[config.mk]
export PLATFORM = sky130hd
export DESIGN_NAME = lzr_queue
export DESIGN_NICKNAME = d
export VERILOG_FILES = /design/src/hw/rtl/lzr_pkg.sv /design/src/hw/rtl/lzr_queue.sv
export SDC_FILE = /design/constraint.sdc
export NUM_CORES = 1
export LEC_CHECK = 0
export BUFFER_PORTS_ARGS = -buffer_cell sky130_fd_sc_hd__buf_2
export CORE_MARGIN = 2
export CORE_UTILIZATION = 56
export DETAILED_ROUTE_END_ITERATION = 10
export PLACE_DENSITY = 0.84
export SLEW_MARGIN = 20
export SYNTH_ARGS = -nofsm -noshare
export SYNTH_HDL_FRONTEND = slang
export SYNTH_SLANG_ARGS = --single-unit
[constraint.sdc]
create_clock -name aclk -period 7.1 [get_ports aclk]
set_input_delay 0.355 -clock aclk [delete_from_list [all_inputs] [get_ports aclk]]
set_output_delay 0.355 -clock aclk [all_outputs]
set_load 0.02 [all_outputs]
[src/hw/rtl/lzr_pkg.sv]
`timescale 1ns / 1ps
// ---------------------------------------------------------------------------
// lzr_pkg: shared types for the largest zero rectangle block
// Holds the queue entry passed from the front end to the walk engine.
// ---------------------------------------------------------------------------
package lzr_pkg;

    // configuration register indexes
    localparam logic CFG_FRAME_ROWS = 1'b0;
    localparam logic CFG_FRAME_COLS = 1'b1;

    // walk engine states
    typedef enum logic [1:0] {
        ST_IDLE,
        ST_READ,
        ST_WALK,
        ST_EMIT
    } walk_state_t;

    // one classified pixel: position, zero flag, run width/height, frame end
    typedef struct packed {
        logic        is_zero;
        logic        is_last;
        logic [11:0] row;
        logic [11:0] col;
        logic [12:0] run_w;
        logic [12:0] run_h;
    } pix_cmd_t;

endpackage

[src/hw/rtl/lzr_queue.sv]
`timescale 1ns / 1ps
// ---------------------------------------------------------------------------
// lzr_queue: two-entry command queue
// Decouples the front end from the walk engine.
// ---------------------------------------------------------------------------
module lzr_queue (
    input  logic              aclk,
    input  logic              aresetn,
    input  logic              in_valid,
    output logic              in_ready,
    input  lzr_pkg::pix_cmd_t in_cmd,
    output logic              out_valid,
    input  logic              out_ready,
    output lzr_pkg::pix_cmd_t out_cmd
);
    lzr_pkg::pix_cmd_t mem_reg [2];
    logic              wp_reg, rp_reg;
    logic [1:0]        cnt_reg;

    assign in_ready  = (cnt_reg != 2'd2);
    assign out_valid = (cnt_reg != 2'd0);
    assign out_cmd   = mem_reg[rp_reg];

    // pointers and fill count
    always_ff @(posedge aclk) begin
        if (!aresetn) begin
            wp_reg  <= 1'b0;
            rp_reg  <= 1'b0;
            cnt_reg <= '0;
        end else begin
            if (in_valid && in_ready) wp_reg <= ~wp_reg;
            if (out_valid && out_ready) rp_reg <= ~rp_reg;
            cnt_reg <= cnt_reg + 2'((in_valid && in_ready) ? 1 : 0)
                               - 2'((out_valid && out_ready) ? 1 : 0);
        end
    end

    // entries
    always_ff @(posedge aclk) begin
        if (in_valid && in_ready) mem_reg[wp_reg] <= in_cmd;
    end
endmodule

==> metrics.yaml, run 1 <==
timing:
  rsz0062_at_grt: "no"
  finalCritPeriodShare: 0.323
  finClkSkew_ps: 11.5
  drv_slew: 0
  hold_viol_final: 0
  min_period_ps: 2290
  setup_tns_ps: 0
  max_freq_mhz: 437
  max_slew_margin: 0.359
  worst_pin_slew_ps: 961
  final-setup-viol-count: 0
power:
  p_total_mw: 1.69
  peakVddDrop_mv: 0.195
  p_leak_nw: 1.97
  power_density_mw_per_mm2: 339
cts:
  cts_setup_buffers: 0
  htreeDepth: 3
  cts_hold_buf: 0
  cts_tree: "yes"
  cts.sinks: 109
  cts-root-buf: "clkbuf_8"
  cts.clk_slew.worst_paths_ps: 100
  ctsResizeCount: 0
  clk_latency_ps: 350
  clk_path_buf_depth: 2
  cts_buffers: 9
final_layout:
  final_cells: 406
  largest_reg_flops: 104
  final_common_cell: "buf_2"
  layout-drive-gt1-share: 0.590
  area_delta_synth_final_pct: 17.7
  final_cell_mix: "109 x buf_2, 104 x edfxtp_1, 50 x mux2_4, 9 x clkbuf_8, 4 x dfxtp_1"
  post-route-cell-area_mm2: 0.00499
  final_nets: 360
  fillCellCount: 519
  post-route-util: 0.685
  diodes: 0
detailed_routing:
  postRouteAntennaNets: 0
  highest_layer: "met4"
  drc: 0
  viasPerCell: 4.99
  avgRoutedWirePerCell_um: 15.4
  wl_um: 6260
  dr.pass1.iters: 5
  drtIter0Drc: 90
  wl_met3_um: 450
  drt-met1-wl_um: 2570
  num_vias: 2025
  routed-wl-met2_um: 3220
setup_path:
  start_kind: "flip-flop"
  end_kind: "primary output"
  critPathTopFamily: "flip-flops"
  critPathMaxFanout: 52
  reg2reg_depth: 3
  crit_path_top_delay_cell: "dfxtp_4"
  critPathKind: "flip-flop to primary output"
  path_buf_inv: 1
  path_cells: "mux2_2 > buf_2"
  cp.arrival_ps: 1940
  cp_slowest_stage_delay_ps: 1000
  cp.required_ps: 6740
  path_depth: 2
logic_synthesis:
  ys_top_cells_by_area: "edfxtp_1 74%, mux2_4 18%, buf_12 2.4%, dfxtp_1 2.4%, xnor2_1 0.62%"
  synth_seq_cells: 109
  yosysSeqAreaShare: 0.760
  synth_top_area_share: 0.736
  synth_cell_types: 18
  synth.yosys.warnings: 0
  synth_area_leader_cell: "edfxtp_1"
  synth_nets: 244
  synthCells: 186
  synth.avg_cell_area_um2: 22.8
  syn_area_mm2: 0.00424
die:
  core.rowCount: 31
  die_y_um: 91.0
  coreArea_mm2: 0.00729
  pin_count: 110
  die_w_um: 91.0
  start_util: 0.582
  dieArea_mm2: 0.00829
place:
  gp_congestion: 0.666
  dp_cells: 390
  placed_area_mm2: 0.00483
  io_buffers: 109
  hpwlAfterDp_um: 4120
global_routing:
  grt_usage: 0.153
  grt_pass1_wl_um: 9400
  grt-ovfl-total: 0
  first_global_vias: 2032
  grt_start_max_net_pins: 53
  antenna_found_initial: 0
job:
  drv_cap: 0
outcome:
  outcome: "completed"
worst_hold_path:
  holdPathStages: 1
  hold_class: "input pin to flip-flop"
## per-stage QoR
stage / worst slack, ps / hold slack (ps)
floorplan: 3700 / 454
global placement: 5170 / 502
detailed placement: 5100 / 533
CTS: 4770 / 158
global route: 4700 / 152
finish: 4810 / 183
## worst paths after layout
path                                 start              to  slack [ps]
worst min register to register      wp_reg          wp_reg         540
worst min-delay path             in_cmd[9]   mem_reg[1][9]         180
worst max register to register  cnt_reg[0]  mem_reg[1][11]        5130
worst max-delay path             flip-flop      out_cmd[0]        4810
## power by group
part	internal, mW	total, mW	switching [mW]
sequential	0.808	0.884	0.0759
combinational	0.246	0.492	0.245
clock	0.127	0.317	0.190
## cells by family after synthesis
| family | after synthesis | synth area share |
|---|---|---|
| xor gates and xnor gates | 3 | 0.00620 |
| adders and majority gates | 2 | 0.00590 |
| AOI/OAI and AO/OA | 1 | 0.00177 |
| and+or+nand+nor | 11 | 0.0145 |
| muxes | 53 | 0.185 |
| DFF | 109 | 0.760 |
| buffers and inverters | 7 | 0.0271 |
## worst register-to-register path, cell delays in order, from the launching register on
cell	delay, ps
dfxtp_1	380
nand2b_1	180
and3_2	610
buf_4	470
## Yosys cell counts
cell type / number
or2_2: 1
and2_1: 2
nand2b_1: 2
and3_1: 1
mux2_4: 50
inv_1: 1
ha_1: 2
o21a_1: 1
nor2b_1: 2
edfxtp_1: 104
dfxtp_1: 5
buf_6: 1
xnor2_1: 3
mux2_2: 2
nand2_1: 2
nor2_1: 1
mux2i_1: 1
buf_12: 5
## layer usage
| layer | global-route usage | vias to the layer above |
|---|---|---|
| met5 | 0 | - |
| li1 | - | 955 |
| met2 | 0.255 | 84 |
| met1 | 0.179 | 984 |
| met3 | 0.0589 | 2 |
| met4 | 0.0568 | 0 |
## final cells by class
cell class,count,area (um2),share of cell area
Timing Repair Buffer,111,561,0.112
Inverter,1,3.75,0.000752
Clock inverter,6,38.8,0.00777
Multi-Input combinational cell,70,912,0.183
Clock buffer,10,128,0.0256
Tap cell,99,124,0.0248
Sequential cell,109,3230,0.646
No activity file was read; power rests on OpenSTA's default activity.
==> inputs of run 2 (changes only) <==
--- a/config.mk
+++ b/config.mk
@@ -7,9 +7,9 @@
 export LEC_CHECK = 0
 export BUFFER_PORTS_ARGS = -buffer_cell sky130_fd_sc_hd__buf_2
 export CORE_MARGIN = 2
-export CORE_UTILIZATION = 56
+export CORE_UTILIZATION = 47
 export DETAILED_ROUTE_END_ITERATION = 10
-export PLACE_DENSITY = 0.84
+export PLACE_DENSITY = 0.75
 export SLEW_MARGIN = 20
 export SYNTH_ARGS = -nofsm -noshare
 export SYNTH_HDL_FRONTEND = slang
==> constraint.sdc (replaced) <==
create_clock -name aclk -period 2.05 [get_ports aclk]
set_input_delay 0.1025 -clock aclk [delete_from_list [all_inputs] [get_ports aclk]]
set_output_delay 0.1025 -clock aclk [all_outputs]
set_load 0.02 [all_outputs]
==> run 2 against run 1 <==
  * Sequential power grew to 3.3 times the previous value
  * Worst setup slack worse by 4500 ps
  * Non-clock buffer count up 56
  * Critical path depth is 1 higher
  * Die area rose by 18%
  * Global-route usage shrank 1.5 points
  * Routed wire length rose by 7.9%
  * Cell count up 16%
  * Hold slack lost 150 ps
  * Count of clock-buffer cells in the layout rose by 2
  * Register-to-register slack got worse by 4800 ps
  * Via count rose by 8.5%
  * Critical path type unchanged
==> metrics.yaml, run 2 (synthesis gave the netlist of run 1 again) <==
cts:
  htreeDepth: 3
  clk_path_buf_depth: 2
  cts.clk_slew.worst_paths_ps: 90
  cts.sinks: 109
  cts_buffers: 9
  clk_latency_ps: 340
  cts_tree: "yes"
  cts-root-buf: "clkbuf_8"
power:
  p_switching_mw: 1.76
  peakVddDrop_mv: 0.747
  switching_share: 0.285
  seq_power_share: 0.466
  power.share.clock: 0.212
  p_leak_nw: 2.23
  p_comb_frac: 0.322
  cell_internal_pwr_mw: 4.43
  p_total_mw: 6.19
  power_density_mw_per_mm2: 1100
setup_path:
  start_kind: "flip-flop"
  cp.required_ps: 1950
  reg2reg_depth: 8
  worstReg2RegStart: "cnt_reg[0]"
  critPathMaxFanout: 22
  r2r_slack_ps: 360
  critPathKind: "flip-flop to primary output"
  crit_path_top_delay_cell: "mux2_2"
  timing.rr.end: "cnt_reg[1]"
  path_cells: "buf_4 > mux2_2 > buf_2"
  cp.arrival_ps: 1610
  critPathTopFamily: "buffers and inverters"
  cp_slowest_stage_delay_ps: 380
  end_kind: "primary output"
  path_buf_inv: 2
final_layout:
  final_common_cell: "buf_2"
  final_nets: 416
  area_delta_synth_final_pct: 32.2
  layout-drive-gt1-share: 0.507
  final_cell_mix: "109 x buf_2, 104 x edfxtp_1, 52 x dlygate4sd3_1, 50 x mux2_4, 9 x clkbuf_8"
  largest_reg_flops: 104
  diodes: 0
worst_hold_path:
  hold_class: "input pin to flip-flop"
  holdPathStages: 2
  min_from: "aresetn"
  holdPathEnd: "cnt_reg[0]"
detailed_routing:
  drtIter0Drc: 44
  postRouteAntennaNets: 0
  dr.pass1.iters: 4
  avgRoutedWirePerCell_um: 14.3
  wl_um: 6760
  num_vias: 2197
  drc: 0
  viasPerCell: 4.66
outcome:
  outcome: "completed"
die:
  die_w_um: 99.0
  start_util: 0.486
  core.rowCount: 34
  pin_count: 110
  coreArea_mm2: 0.00872
  dieArea_mm2: 0.00980
  die_y_um: 99.0
global_routing:
  grt-ovfl-total: 0
  grt_usage: 0.137
  first_global_vias: 2271
  grt_pass1_wl_um: 10400
  antenna_found_initial: 0
  grt_start_max_net_pins: 31
timing:
  hold_viol_final: 0
  rsz0062_at_grt: "no"
  max_slew_margin: 0.731
  final-setup-viol-count: 0
  max_freq_mhz: 583
  finClkSkew_ps: 6.73
  setup_tns_ps: 0
  worst_pin_slew_ps: 404
  finalCritPeriodShare: 0.837
  drv_slew: 0
  min_period_ps: 1720
place:
  gp_congestion: 0.708
  io_buffers: 109
  hpwlAfterDp_um: 4300
job:
  drv_cap: 0
[run 2: changes by cell type in the layout (fill, tap and decap cells not counted), sizes merged]
cell,delta
buf,+4
bufinv,+2
dlygate4sd3,+52
clkinv,-3
inv,-1
clkbuf,+2
[run 2: metrics by stage]
step	cell area, um2	util	instances	worst slack [ps]	hold slack [ps]
2_1_floorplan	4250	-	186	76.0	201
3_3_place_gp	4880	0.560	403	431	289
3_5_place_dp	4880	0.560	403	365	294
4_1_cts	5610	0.643	471	300	16.2
5_1_grt	5610	0.643	471	261	36.1
6_report	5610	0.643	471	335	37.5
[run 2: area by class of cell]
| cell class | count | area (um2) |
|---|---|---|
| Clock buffer | 12 | 135 |
| Inverter | 1 | 3.75 |
| Sequential cell | 109 | 3230 |
| Multi-Input combinational cell | 70 | 912 |
| Tap cell | 108 | 135 |
| Fill cell | 610 | 3110 |
| Timing Repair Buffer | 167 | 1120 |
| Clock inverter | 4 | 72.6 |
[run 2: how the worst max path moves through the flow]
stage,from,depth (start not counted),end
after detailed placement,cnt_reg[0],8,cnt_reg[1]
after floorplan,cnt_reg[0],3,mem_reg[0][0]
final,flip-flop,3,out_cmd[51]
after global routing,cnt_reg[0],8,cnt_reg[1]
after CTS,flip-flop,3,out_cmd[51]
after global placement,cnt_reg[0],8,cnt_reg[1]
[run 2: power by group through the flow]
stage | sequential [mW] | clock, mW | combinational [mW]
after global placement | 2.92 | 0 | 1.93
after floorplan | 2.91 | 0 | 1.55
after detailed placement | 2.94 | 0 | 1.94
after global routing | 2.92 | 1.45 | 2.12
after CTS | 2.89 | 1.36 | 2.02
final | 2.89 | 1.31 | 1.99
[run 2: layer usage]
metal | GRT usage | wire length (um)
met3 | 0.0333 | 342
met2 | 0.244 | 3580
met1 | 0.162 | 2790
met5 | 0 | 0
met4 | 0.0506 | 50
[run 2: what timing repair did]
action / 4_1_cts / 5_1_grt
setup endpoints to repair: 0 / 0
setup buffers: 0 / 0
gates resized for setup: 0 / 0
hold endpoints to repair: 104 / 0
hold buffers: 52 / 0
